## src/hw/rtl/urc_pkg.sv

```systemverilog
`timescale 1ns / 1ps
package urc_pkg;

   localparam int SamplesDef    = 5;
   localparam int TrigPeriodDef = 6000;

   localparam logic [1:0] OP_SCAN  = 2'd0;
   localparam logic [1:0] OP_ECHO  = 2'd1;
   localparam logic [1:0] OP_PULSE = 2'd2;
   localparam logic [1:0] OP_START = 2'd3;

   localparam logic [1:0] REG_ENABLE = 2'd0;
   localparam logic [1:0] REG_SCALE  = 2'd1;
   localparam logic [1:0] REG_OFFSET = 2'd2;

   localparam logic [2:0] PH_IDLE      = 3'd0;
   localparam logic [2:0] PH_ERR       = 3'd1;
   localparam logic [2:0] PH_SUCCESS   = 3'd2;
   localparam logic [2:0] PH_START     = 3'd3;
   localparam logic [2:0] PH_WAIT_RISE = 3'd4;
   localparam logic [2:0] PH_WAIT_FALL = 3'd5;

   localparam logic [15:0] CNT_PERIOD = 16'd65535;
   localparam logic [2:0]  OVF_LIMIT  = 3'd5;
   localparam int          RetrigGap  = 200;
   localparam logic [17:0] SAMPLE_MAX = 18'h3FFFF;
   localparam logic [12:0] HEIGHT_MAX = 13'd8191;

   // request queued from front to back
   typedef struct packed {
      logic [1:0] opcode;
      logic       echo_level;
   } req_type;

   // response fields, highest bit first
   typedef struct packed {
      logic        timeout_error;
      logic        ready_res;
      logic        result_valid;
      logic [12:0] height_tenths_cm;
      logic        trig_level;
   } rsp_type;

endpackage

```

## src/hw/rtl/urc_front.sv

```systemverilog
`timescale 1ns / 1ps
module urc_front (
   input  logic              clock,
   input  logic              reset,
   input  logic              req_tvalid,
   output logic              req_tready,
   input  logic [7:0]        req_tdata,
   output logic              q_valid,
   input  logic              q_ready,
   output urc_pkg::req_type  q_data
);
   import urc_pkg::*;

   // two-entry queue
   req_type    mem_ff [2];
   logic [0:0] wp_ff, wp_in, rp_ff, rp_in;
   logic [1:0] cnt_ff, cnt_in;
   logic       push, pop;
   req_type    item;

   always_comb begin
      item.opcode     = req_tdata[1:0];
      item.echo_level = req_tdata[2];
   end

   assign req_tready = (cnt_ff != 2'd2);
   assign push       = req_tvalid && req_tready;
   assign q_valid    = (cnt_ff != 2'd0);
   assign pop        = q_valid && q_ready;
   assign q_data     = mem_ff[rp_ff];

   always_comb begin
      wp_in  = wp_ff + 1'(push);
      rp_in  = rp_ff + 1'(pop);
      cnt_in = cnt_ff + 2'(push) - 2'(pop);
   end

   always_ff @(posedge clock) begin
      if (reset) begin
         wp_ff  <= '0;
         rp_ff  <= '0;
         cnt_ff <= '0;
      end else begin
         wp_ff  <= wp_in;
         rp_ff  <= rp_in;
         cnt_ff <= cnt_in;
      end
      if (push) mem_ff[wp_ff] <= item;
   end
endmodule

```

## src/hw/rtl/urc_back.sv

```systemverilog
`timescale 1ns / 1ps
module urc_back #(
   parameter int SAMPLES     = urc_pkg::SamplesDef,
   parameter int TRIG_PERIOD = urc_pkg::TrigPeriodDef
) (
   input  logic              clock,
   input  logic              reset,
   input  logic              q_valid,
   output logic              q_ready,
   input  urc_pkg::req_type  q_data,
   input  logic              enable,
   input  logic [23:0]       cm_per_tick_q24,
   input  logic [15:0]       offset_square_cm2,
   output logic              rsp_tvalid,
   input  logic              rsp_tready,
   output urc_pkg::rsp_type  rsp_fields
);
   import urc_pkg::*;

   localparam int IW = $clog2(SAMPLES);
   localparam int MID = (SAMPLES - 1) / 2;
   localparam logic [15:0] TP = 16'(TRIG_PERIOD);
   localparam logic [15:0] RETRIG = 16'(TRIG_PERIOD - RetrigGap);

   // sequencer states
   localparam logic [3:0] S_RUN  = 4'd0;
   localparam logic [3:0] S_M0   = 4'd1;  // ticks * scale, low part
   localparam logic [3:0] S_M1   = 4'd2;  // high part, round
   localparam logic [3:0] S_SQ0  = 4'd3;  // distance squared
   localparam logic [3:0] S_SQ1  = 4'd4;
   localparam logic [3:0] S_SQRT = 4'd5;
   localparam logic [3:0] S_STO  = 4'd6;
   localparam logic [3:0] S_SORT = 4'd7;
   localparam logic [3:0] S_SUM  = 4'd8;
   localparam logic [3:0] S_DIV  = 4'd9;
   localparam logic [3:0] S_OUT  = 4'd10;

   logic [3:0]  st_ff;
   logic [2:0]  ph_ff, ph_in;
   logic [15:0] tt_ff, tt_in, pc_ff, pc_in;
   logic [2:0]  oc_ff, oc_in;
   logic [3:0]  sc_ff, sc_in;
   logic        trig_ff, trig_in;
   logic [17:0] store_ff [SAMPLES];
   logic [17:0] srt_ff [SAMPLES];
   logic [18:0] ticks_ff;
   logic [42:0] prod_ff;      // ticks*scale
   logic [42:0] dist_ff;      // Q8 distance
   logic [85:0] sq_ff;
   logic [85:0] rem_ff;       // sqrt remainder
   logic [43:0] root_ff;
   logic [5:0]  it_ff;
   logic [3:0]  pass_ff;
   logic [23:0] sum_ff;
   logic [12:0] h_ff;
   logic        out_ff;
   rsp_type     rsp_ff, rsp_in;
   logic        go_calc;

   assign q_ready    = (st_ff == S_RUN) && !out_ff;
   assign rsp_tvalid = out_ff;
   assign rsp_fields = rsp_ff;

   // event handling for one queued request
   always_comb begin
      ph_in = ph_ff; tt_in = tt_ff; pc_in = pc_ff; oc_in = oc_ff;
      sc_in = sc_ff; trig_in = trig_ff; go_calc = 1'b0;
      case (q_data.opcode)
         OP_SCAN: begin
            if (ph_ff > PH_SUCCESS) begin
               if (tt_ff == 16'd0) trig_in = 1'b1;
               else if (tt_ff == 16'd1) begin
                  trig_in = 1'b0;
                  ph_in   = PH_WAIT_RISE;
               end
               tt_in = tt_ff + 16'd1;
               if (tt_in >= TP) begin
                  tt_in = '0;
                  if (ph_in == PH_WAIT_RISE) begin
                     ph_in = PH_ERR;
                     sc_in = '0;
                  end
               end
            end
         end
         OP_ECHO: begin
            if (q_data.echo_level) begin
               if (ph_ff == PH_WAIT_RISE) begin
                  pc_in = '0; oc_in = '0; ph_in = PH_WAIT_FALL;
               end
            end else if (ph_ff == PH_WAIT_FALL) begin
               ph_in = PH_SUCCESS; tt_in = '0; go_calc = 1'b1;
            end
         end
         OP_PULSE: begin
            if (ph_ff == PH_WAIT_FALL) begin
               pc_in = pc_ff + 16'd1;
               if (pc_in >= CNT_PERIOD) begin
                  pc_in = '0;
                  oc_in = oc_ff + 3'd1;
                  if (oc_in > OVF_LIMIT) begin
                     ph_in = PH_ERR; tt_in = '0; sc_in = '0;
                  end
               end
            end
         end
         default: begin
            if (ph_ff < PH_SUCCESS && enable) begin
               tt_in = '0; sc_in = '0; oc_in = '0; ph_in = PH_START;
            end
         end
      endcase
   end

   always_comb begin
      rsp_in.trig_level       = trig_in;
      rsp_in.height_tenths_cm = '0;
      rsp_in.result_valid     = 1'b0;
      rsp_in.ready_res        = (ph_in < PH_SUCCESS);
      rsp_in.timeout_error    = (ph_in == PH_ERR);
   end

   logic [85:0] trial;
   logic [47:0] pp;
   logic [17:0] hsat;
   logic [27:0] t10;
   logic [31:0] quo;
   always_comb begin
      trial = rem_ff - ({42'd0, root_ff} << (it_ff + 6'd1))
              - (86'd1 << ({1'b0, it_ff} << 1));
      pp    = 48'(ticks_ff[11:0]) * 48'(cm_per_tick_q24);
      hsat  = (root_ff > 44'(SAMPLE_MAX)) ? SAMPLE_MAX : root_ff[17:0];
      t10   = 28'(sum_ff) * 28'd10 + 28'd384;
      quo   = ((32'(t10) >> 8) * 32'd21846) >> 16;
   end

   always_ff @(posedge clock) begin
      if (reset) begin
         st_ff <= S_RUN; ph_ff <= PH_IDLE; tt_ff <= '0; pc_ff <= '0; oc_ff <= '0;
         sc_ff <= '0; trig_ff <= 1'b0; out_ff <= 1'b0;
      end else begin
         if (out_ff && rsp_tready) out_ff <= 1'b0;
         case (st_ff)
            S_RUN: if (q_valid && q_ready) begin
               ph_ff <= ph_in; tt_ff <= tt_in; pc_ff <= pc_in; oc_ff <= oc_in;
               sc_ff <= sc_in; trig_ff <= trig_in;
               rsp_ff <= rsp_in;
               if (go_calc) begin
                  ticks_ff <= 19'(oc_ff * 19'd65535 + 19'(pc_ff));
                  st_ff <= S_M0;
               end else out_ff <= 1'b1;
            end
            S_M0: begin
               prod_ff <= 43'(pp);
               st_ff <= S_M1;
            end
            S_M1: begin
               dist_ff <= 43'((prod_ff + ((43'(ticks_ff[18:12]) * 43'(cm_per_tick_q24)) << 12)
                          + 43'd32768) >> 16);
               st_ff <= S_SQ0;
            end
            S_SQ0: begin
               // 27-bit distance max: split into two partial products
               sq_ff <= 86'(dist_ff[13:0]) * 86'(dist_ff[26:0]);
               st_ff <= S_SQ1;
            end
            S_SQ1: begin
               rem_ff <= 86'(((sq_ff + ((86'(dist_ff[26:14]) * 86'(dist_ff[26:0])) << 14))
                          > ({70'd0, offset_square_cm2} << 16)) ?
                         (sq_ff + ((86'(dist_ff[26:14]) * 86'(dist_ff[26:0])) << 14)
                          - ({70'd0, offset_square_cm2} << 16)) : 86'd0);
               root_ff <= '0;
               it_ff <= 6'd42;
               st_ff <= S_SQRT;
            end
            S_SQRT: begin
               // one result bit a cycle, msb first
               if (!trial[85]) begin
                  rem_ff  <= trial;
                  root_ff <= root_ff | (44'd1 << it_ff);
               end
               if (it_ff == 6'd0) st_ff <= S_STO;
               else it_ff <= it_ff - 6'd1;
            end
            S_STO: begin
               if (sc_ff < 4'(SAMPLES)) store_ff[sc_ff[IW-1:0]] <= hsat;
               if (sc_ff + 4'd1 >= 4'(SAMPLES)) begin
                  for (int i = 0; i < SAMPLES; i++)
                     srt_ff[i] <= (i == int'(sc_ff)) ? hsat : store_ff[i];
                  pass_ff <= '0;
                  st_ff <= S_SORT;
               end else begin
                  sc_ff <= sc_ff + 4'd1;
                  tt_ff <= RETRIG;
                  ph_ff <= PH_START;
                  rsp_ff.ready_res <= 1'b0;
                  out_ff <= 1'b1;
                  st_ff <= S_RUN;
               end
            end
            S_SORT: begin
               // odd-even transposition, one pass a cycle
               for (int i = 0; i + 1 < SAMPLES; i++)
                  if ((i % 2) == int'(pass_ff[0]) && srt_ff[i] > srt_ff[i+1]) begin
                     srt_ff[i]   <= srt_ff[i+1];
                     srt_ff[i+1] <= srt_ff[i];
                  end
               if (pass_ff == 4'(SAMPLES - 1)) st_ff <= S_SUM;
               else pass_ff <= pass_ff + 4'd1;
            end
            S_SUM: begin
               sum_ff <= 24'(srt_ff[MID-1]) + 24'(srt_ff[MID]) + 24'(srt_ff[MID+1]);
               st_ff <= S_DIV;
            end
            S_DIV: begin
               // /768 = >>8 then /3, via reciprocal
               h_ff <= (quo > 32'(HEIGHT_MAX)) ? HEIGHT_MAX : quo[12:0];
               st_ff <= S_OUT;
            end
            default: begin
               rsp_ff.height_tenths_cm <= h_ff;
               rsp_ff.result_valid <= 1'b1;
               rsp_ff.ready_res <= 1'b1;
               rsp_ff.timeout_error <= 1'b0;
               sc_ff <= '0;
               ph_ff <= PH_IDLE;
               out_ff <= 1'b1;
               st_ff <= S_RUN;
            end
         endcase
      end
   end
endmodule

```

## src/hw/rtl/ultrasonic_range_controller_top.sv

```systemverilog
`timescale 1ns / 1ps
// channel  direction  data
// req_     in         tdata[1:0] opcode, [2] echo_level
// rsp_     out        tdata[0] trig, [13:1] height, [14] valid, [15] ready_res, [16] err
// csr_     in         addr: register index, wdata: value
// A request is taken no earlier than the cycle after the previous
// response is taken. A falling echo's response follows the multiply,
// square, bit-serial root and store states; for the last sample of a
// set, the sort, sum and divide states come before it as well.
// Reset is synchronous and active high. A two-entry request queue lets
// the input side keep taking requests while a response waits.
module ultrasonic_range_controller_top #(
   parameter int SAMPLES     = urc_pkg::SamplesDef,
   parameter int TRIG_PERIOD = urc_pkg::TrigPeriodDef
) (
   input  logic        clock,
   input  logic        reset,
   input  logic        req_tvalid,
   output logic        req_tready,
   input  logic [7:0]  req_tdata,   // opcode[1:0], echo_level[2]
   output logic        rsp_tvalid,
   input  logic        rsp_tready,
   output logic [23:0] rsp_tdata,   // trig_level, height[12:0], valid, ready_res, err
   input  logic        csr_valid,
   output logic        csr_ready,
   input  logic [1:0]  csr_addr,
   input  logic [23:0] csr_wdata
);
   import urc_pkg::*;

   logic        en_ff;
   logic [23:0] scale_ff;
   logic [15:0] off_ff;
   logic        q_valid, q_ready;
   req_type     q_data;
   rsp_type     fields;

   assign csr_ready = 1'b1;
   always_ff @(posedge clock) begin
      if (reset) begin
         en_ff <= 1'b1; scale_ff <= 24'd20372; off_ff <= '0;
      end else if (csr_valid) begin
         case (csr_addr)
            REG_ENABLE: en_ff    <= csr_wdata[0];
            REG_SCALE:  scale_ff <= csr_wdata;
            REG_OFFSET: off_ff   <= csr_wdata[15:0];
            default: ;
         endcase
      end
   end

   urc_front u_front (
      .clock, .reset, .req_tvalid, .req_tready, .req_tdata,
      .q_valid, .q_ready, .q_data
   );

   urc_back #(.SAMPLES(SAMPLES), .TRIG_PERIOD(TRIG_PERIOD)) u_back (
      .clock, .reset, .q_valid, .q_ready, .q_data,
      .enable(en_ff), .cm_per_tick_q24(scale_ff), .offset_square_cm2(off_ff),
      .rsp_tvalid, .rsp_tready, .rsp_fields(fields)
   );

   assign rsp_tdata = {7'd0, fields};
endmodule
```

## config.mk

```make
export PLATFORM = sky130hd
export DESIGN_NAME = ultrasonic_range_controller_top
export DESIGN_NICKNAME = d
export VERILOG_FILES = /design/src/hw/rtl/urc_pkg.sv /design/src/hw/rtl/urc_front.sv /design/src/hw/rtl/urc_back.sv /design/src/hw/rtl/ultrasonic_range_controller_top.sv
export SDC_FILE = /design/constraint.sdc
export NUM_CORES = 2
export LEC_CHECK = 0
export ABC_CLOCK_PERIOD_IN_PS = 27000
export BUFFER_PORTS_ARGS = -buffer_cell sky130_fd_sc_hd__buf_2
export CORE_UTILIZATION = 40
export DETAILED_ROUTE_END_ITERATION = 6
export GPL_ROUTABILITY_DRIVEN = 0
export PLACE_DENSITY_LB_ADDON = 0.15
export SYNTH_ARGS = -nofsm -noshare
export SYNTH_HDL_FRONTEND = slang
export SYNTH_SLANG_ARGS = --single-unit
export TNS_END_PERCENT = 30
```

## constraint.sdc

```tcl
create_clock -name clock -period 27 [get_ports clock]
set_clock_uncertainty 0.1 [all_clocks]
set_input_delay 1.35 -clock clock [delete_from_list [all_inputs] [get_ports clock]]
set_output_delay 1.35 -clock clock [all_outputs]
set_load 0.005 [all_outputs]
```

-- Word-level counts from Yosys, hierarchy flattened
Memory sizes are Yosys's and may differ from the RTL's. A register that Yosys moved wholly into a read port is not among the register bits.
Index checks and enable logic that the tools add are counted.
- bits in registers: 410
- RAM bits: 186
- input port bits: 39
- memories: 3
- $add $sub $neg: 21
- multiply operators: 7
- order comparisons: 15
- equality and inequality tests: 48
- shift-type cells: 3
- mux-type cells: 126
- bitwise operators: 14
- reduce and logical (&&, ||, !) cells: 46
- memories (memory ; depth ; bits a word ; read ports ; clocked after memory_dff ; write ports ; line ; text):
    u_back.srt_ff ; 5 ; 18 ; 5 ; 0 ; 5 ; urc_back.sv:45 ; logic [17:0] srt_ff [SAMPLES];
    u_back.store_ff ; 5 ; 18 ; 5 ; 0 ; 1 ; urc_back.sv:44 ; logic [17:0] store_ff [SAMPLES];
    u_front.mem_ff ; 2 ; 3 ; 1 ; 1 ; 1 ; urc_front.sv:15 ; req_type mem_ff [2];
- operators by type and width (operator ; count):
    18-bit 2-to-1 mux ; 14
    16-bit 2-to-1 mux ; 14
    86-bit 2-to-1 mux ; 2
    86-bit one-hot mux with 2 select lines ; 1
    86-bit subtractor ; 2
    44-bit one-hot mux with 2 select lines ; 1
    86-bit by 32-bit > comparator with 1-bit output ; 1
    1-bit by 7-bit left shift with 86-bit output (first input constant) ; 1
    44-bit by 6-bit left shift with 86-bit output ; 1
    86-bit by 32-bit subtractor with 86-bit output ; 1
    18-bit > comparator ; 4
    3-bit 2-to-1 mux ; 22
    16-bit one-hot mux with 2 select lines ; 2
    4-bit 2-to-1 mux ; 15
    41-bit by 54-bit adder with 55-bit output ; 1
    16-bit one-hot mux with 3 select lines ; 1
    44-bit by 18-bit > comparator with 1-bit output (second input constant) ; 1
    44-bit 2-to-1 mux ; 1
    44-bit bitwise OR ; 1
    1-bit by 6-bit left shift with 44-bit output (first input constant) ; 1
    36-bit by 43-bit adder with 43-bit output ; 1
    43-bit by 16-bit adder with 43-bit output (second input constant) ; 1
    14-bit by 27-bit multiplier with 41-bit output ; 1
    13-bit by 27-bit multiplier with 40-bit output ; 1
    72 further kinds ; 189

-- Depth between registers and ports, before layout
- depth after elaboration: 13
- gate-level depth with buffers: 41

-- Modules after synthesis
Synthesis repeated with hierarchy kept, for this count alone.
- cells, all modules: 8674
- area, all modules: 80447.2 µm²
- modules (own cells, without submodules) (module ; times used ; cells each ; area each (µm²) ; sequential area each (µm²)):
    urc_back ; 1 ; 8455 ; 78153.7 ; 15374.7
    ultrasonic_range_controller_top ; 1 ; 183 ; 1845.5 ; 820.8
    urc_front ; 1 ; 36 ; 447.9 ; 260.2

-- Least setup slack after synthesis
Ideal clock, no wire load.
- kind: register to register
- from: reg u_back.it_ff[0]
- to: reg u_back.rem_ff[0] (enable)
- arrival time: 13.931 ns
- setup slack: 12.294 ns
- stages on the path, launching flop included: 27
- period minus slack after synthesis: 14.706 ns
- path through: edfxtp_1 buf_1 clkbuf_1 inv_1 ha_1 clkbuf_1 buf_1 clkbuf_1 mux4_2 mux2i_1 a21oi_1 a21oi_1 nor2_1 a21oi_1 fa_1 ha_1 clkbuf_1 nand4_1 or4_1 or3_1 a211oi_1 a211o_1 a22o_1 nor2_1 o31a_1 nor2b_1 mux2i_1
- longest elaborated chain between the ends: 6
- elaborated cells on any way between the ends: 7
- ends and longest elaborated chain (what ; line ; text):
    start: declaration ; urc_back.sv:52 ; logic [5:0] it_ff;
    start signal: assignment ; urc_back.sv:183 ; else it_ff <= it_ff - 6'd1;
    6-bit by 1-bit adder with 6-bit output ; urc_back.sv:129 ; trial = rem_ff - ({42'd0, root_ff} << (it_ff + 6'd1))
    44-bit by 6-bit left shift with 86-bit output ; urc_back.sv:129 ;
    86-bit subtractor ; urc_back.sv:129 ;
    86-bit subtractor (*) ; urc_back.sv:130 ; - (86'd1 << ({1'b0, it_ff} << 1));
    2-bit inequality test (no line) (*) ; -- ;
    3-bit AND reduction (no line) (*) ; -- ;
    end signal: assignment ; urc_back.sv:168 ; rem_ff <= 86'(((sq_ff + ((86'(dist_ff[26:14]) * 86'(dist_ff[26:0])) << 14))
    end signal: assignment ; urc_back.sv:179 ; rem_ff <= trial;
    end: declaration ; urc_back.sv:50 ; logic [85:0] rem_ff;
Every way passes the cells marked *; elsewhere a longest branch is shown, timed or not.
A chain may end at the register's enable or synchronous reset.

-- Worst setup path after layout
- from: reg u_back.sum_ff[4]
- to: reg u_back.h_ff[3] (data pin)
- longest elaborated chain between the ends: 4
- ends and longest elaborated chain (what ; line ; text):
    start: declaration ; urc_back.sv:54 ; logic [23:0] sum_ff;
    start signal: assignment ; urc_back.sv:212 ; sum_ff <= 24'(srt_ff[MID-1]) + 24'(srt_ff[MID]) + 24'(srt_ff[MID+1]);
    24-bit by 3-bit multiplier with 27-bit output (*) ; urc_back.sv:133 ; t10 = 28'(sum_ff) * 28'd10 + 28'd384;
    28-bit by 9-bit adder with 28-bit output (*) ; urc_back.sv:133 ;
    20-bit by 14-bit multiplier with 31-bit output (*) ; urc_back.sv:134 ; quo = ((32'(t10) >> 8) * 32'd21846) >> 16;
    16-bit by 13-bit > comparator with 1-bit output ; urc_back.sv:217 ; h_ff <= (quo > 32'(HEIGHT_MAX)) ? HEIGHT_MAX : quo[12:0];
    end signal: assignment ; urc_back.sv:217 ;
    end: declaration ; urc_back.sv:55 ; logic [12:0] h_ff;
Marked as above.

==> reports/results.ini <==
[run_status]
status=complete, no violations

[yosys]
synth.ff_latch_count=579
yosys_warnings=0
synthDistinctLibCells=106
synthTopCellsByArea=fa_1 24%, edfxtp_1 18%, ha_1 13%
synthCells=8795
synth-edff-count=486
avgSynthCellArea_um2=9.197
synthArstFlopShare_pct=0
synth_area_mm2=0.08089
ys_seq_area_share_pct=20.34
synthFlopType=edfxtp_1
synth_largest_area_cell=fa_1
yosysTopAreaCellShare_pct=24.35

[die]
core_mm2=0.2003
rows=164
die_w_um=451.7
initial_core_util_pct=40.39
ioPinCount=66
die_y_um=451.7
design.die.area_mm2=0.2040

[worst_setup_path]
path_delay_family=adder cells
crit_path_start_kind=flip-flop
cp_max_fo=13
worst_ep_required_time_ps=27280
end_kind=flip-flop
cp_slowest_stage_delay_ps=750
crit_type=reg2reg
cp_num_buf_inv=4
cpMostUsedCell=ha_1
arrival_ps=11610
slowest_stage=xor2_1

[global_route]
first_global_vias=62650
met1_usage_pct=29.16
grt_max_degree=67
use_met3_pct=2.117
grt_pass1_wl_um=351700
top_usage_layer=met2
globalRouteTotalUtil_pct=21.67
grt_use_met2_pct=36.78
antenna_found_initial=2
grt_remaining_overflow=0

[detailed_routing]
wire_per_inst_um=19.32
initialDrtViolationCount=3923
wl_um=220000
dr.pass1.iters=6
drc=0
via_per_inst=5.346
vias=60868
final_antenna_net_count=0

[sta]
finalSetupViolCount=0
hold_viol=0
setup_ws_ps=15680
rsz0062_at_grt=false
slew_headroom_pct=19.12
timing.setup.tns_ps=0
fin_crit_ps=11320
max_freq_ghz=0.08831
tightest_slew_ps=1202
timing.final.crit_share_pct=41.94
drv_slew=0

[final_layout]
utilization_pct=43.23
nNetsFinal=10510
fillCellCount=19815
multi_input_area_mm2=0.05793
syn2layout_area_growth_pct=7.039
regArea_mm2=0.01646
design_area_mm2=0.08658
drive_above_1_share_pct=4.755

[power_and_ir_drop]
power_density_mw_per_mm2=32.00
peakVddDrop_v=0.00004931
power.total_mw=2.770
p_leak_nw=40.79

[placement]
postPlaceCellArea_mm2=0.08398
hpwlAfterDp_um=173600
portBuffers=52
dp_slack_ps=15660

[clocking]
cts.sinks=579
htree_levels=3
clockBufferDepth=3
clock_latency_ps=710
cts_setup_buffers=0
clkTransAtPathRegs_ps=60
ctsResizeCount=0
cts_root_buf=clkbuf_16
cts_tree=yes
cts_buffers=77
ctsHoldBuffers=0

[min_path]
hold_class=reg2reg

[job]
drv_cap=0

synth_stat cells (43+ instances only):
| library cell | count |
|---|---|
| and3_1 | 48 |
| fa_1 | 984 |
| nand3_1 | 127 |
| nor2b_1 | 70 |
| xnor2_1 | 256 |
| a21oi_1 | 583 |
| nand2b_1 | 45 |
| a31oi_1 | 43 |
| nand4_1 | 60 |
| edfxtp_1 | 486 |
| and2_1 | 312 |
| nand2_1 | 991 |
| clkbuf_1 | 324 |
| o21ai_0 | 242 |
| xor2_1 | 150 |
| o21bai_1 | 65 |
| inv_1 | 1395 |
| dfxtp_1 | 93 |
| nor3_1 | 99 |
| a21o_1 | 183 |
| nor2_1 | 508 |
| o22ai_1 | 53 |
| ha_1 | 822 |
| mux2i_1 | 204 |
| o21a_1 | 72 |
stage by stage:
stage / cells / hold WS (ps)
after detailed placement: 11242 / 348.9
after global placement: 11242 / 341.8
after floorplan: 8807 / 330.1
after CTS: 11384 / 357.4
final: 11385 / 354.6
after global routing: 11384 / 373.0
metal layers:
layer	up-vias	share of wire [%]	routed length (µm)
li1	28874	-	-
met1	30396	45	98600
met2	1313	48	105300
met3	285	4.1	8925
met4	0	3.2	7112
met5	-	0	0
layout make-up:
class / instances / share of cell area (%)
multi-input combinational: 6456 / 66.91
sequential: 579 / 19.01
inverter: 1397 / 6.056
tap: 2656 / 3.838
clock buffer: 105 / 2.477
timing repair buffer: 154 / 1.188
clock inverter: 37 / 0.5260
antenna: 1 / 0.002890
worst reg2reg max path, delay by kind of cell, from the launching register on:
| kind | cells | cell delay (ps) |
|---|---|---|
| flops | 1 | 420 |
| buf+inv | 4 | 190 |
| compound gates | 11 | 2970 |
| xor+xnor | 4 | 1640 |
| simple gates | 10 | 1940 |
| fa+ha+maj | 10 | 3750 |
worst paths after layout:
path	depth (start not counted)	from	to	slack, ps
max	39	u_back.sum_ff[4]	u_back.h_ff[3]	15680
min	2	u_back.trig_ff	u_back.trig_ff	350
max reg2reg	39	u_back.sum_ff[4]	u_back.h_ff[3]	15680
min reg2reg	2	u_back.trig_ff	u_back.trig_ff	350
flip-flops by register name (all words and copies together) (netlist names), 24 cells and up:
register and flops:
u_back.sq_ff 40, u_back.store_ff 90, u_back.dist_ff 27, u_back.rem_ff 86, u_back.prod_ff 24, scale_ff 24
u_back.srt_ff 90, u_back.root_ff 44
placed cells by master (no fill, tap or decap), drive strengths merged, types with 34 or more instances in the layout:
master     n
a211oi    41
a21o     183
a21oi    584
a31oi     43
and2     312
and3      48
buf      154
clkbuf   105
dfxtp     93
edfxtp   486
fa       984
ha       822
inv     1400
mux2i    204
mux4      38
nand2    991
nand2b    46
nand3    128
nand4     60
nor2     509
nor2b     70
nor3     100
o211ai    34
o21a      72
o21ai    262
o21bai    65
o22ai     53
xnor2    256
xor2     151
power by group:
group | switching (mW) | internal [mW]
registers | 0.0136 | 1.01
logic | 0.388 | 0.295
clock network | 0.461 | 0.606
total | 0.863 | 1.91
cells by family (layout without fill, tap and decap cells):
kind of cell,Yosys count,in the layout,share of synthesized area [%]
simple gates,2436,2436,14.15
fa+ha+maj,1806,1806,37.07
buf+inv,1772,1693,8.299
compound gates,1539,1539,11.95
flops,579,579,20.34
xor+xnor,408,408,4.445
mux,253,253,3.736
other cells,2,15,0.009284
Note: power is estimated with default switching activity, not from simulation.
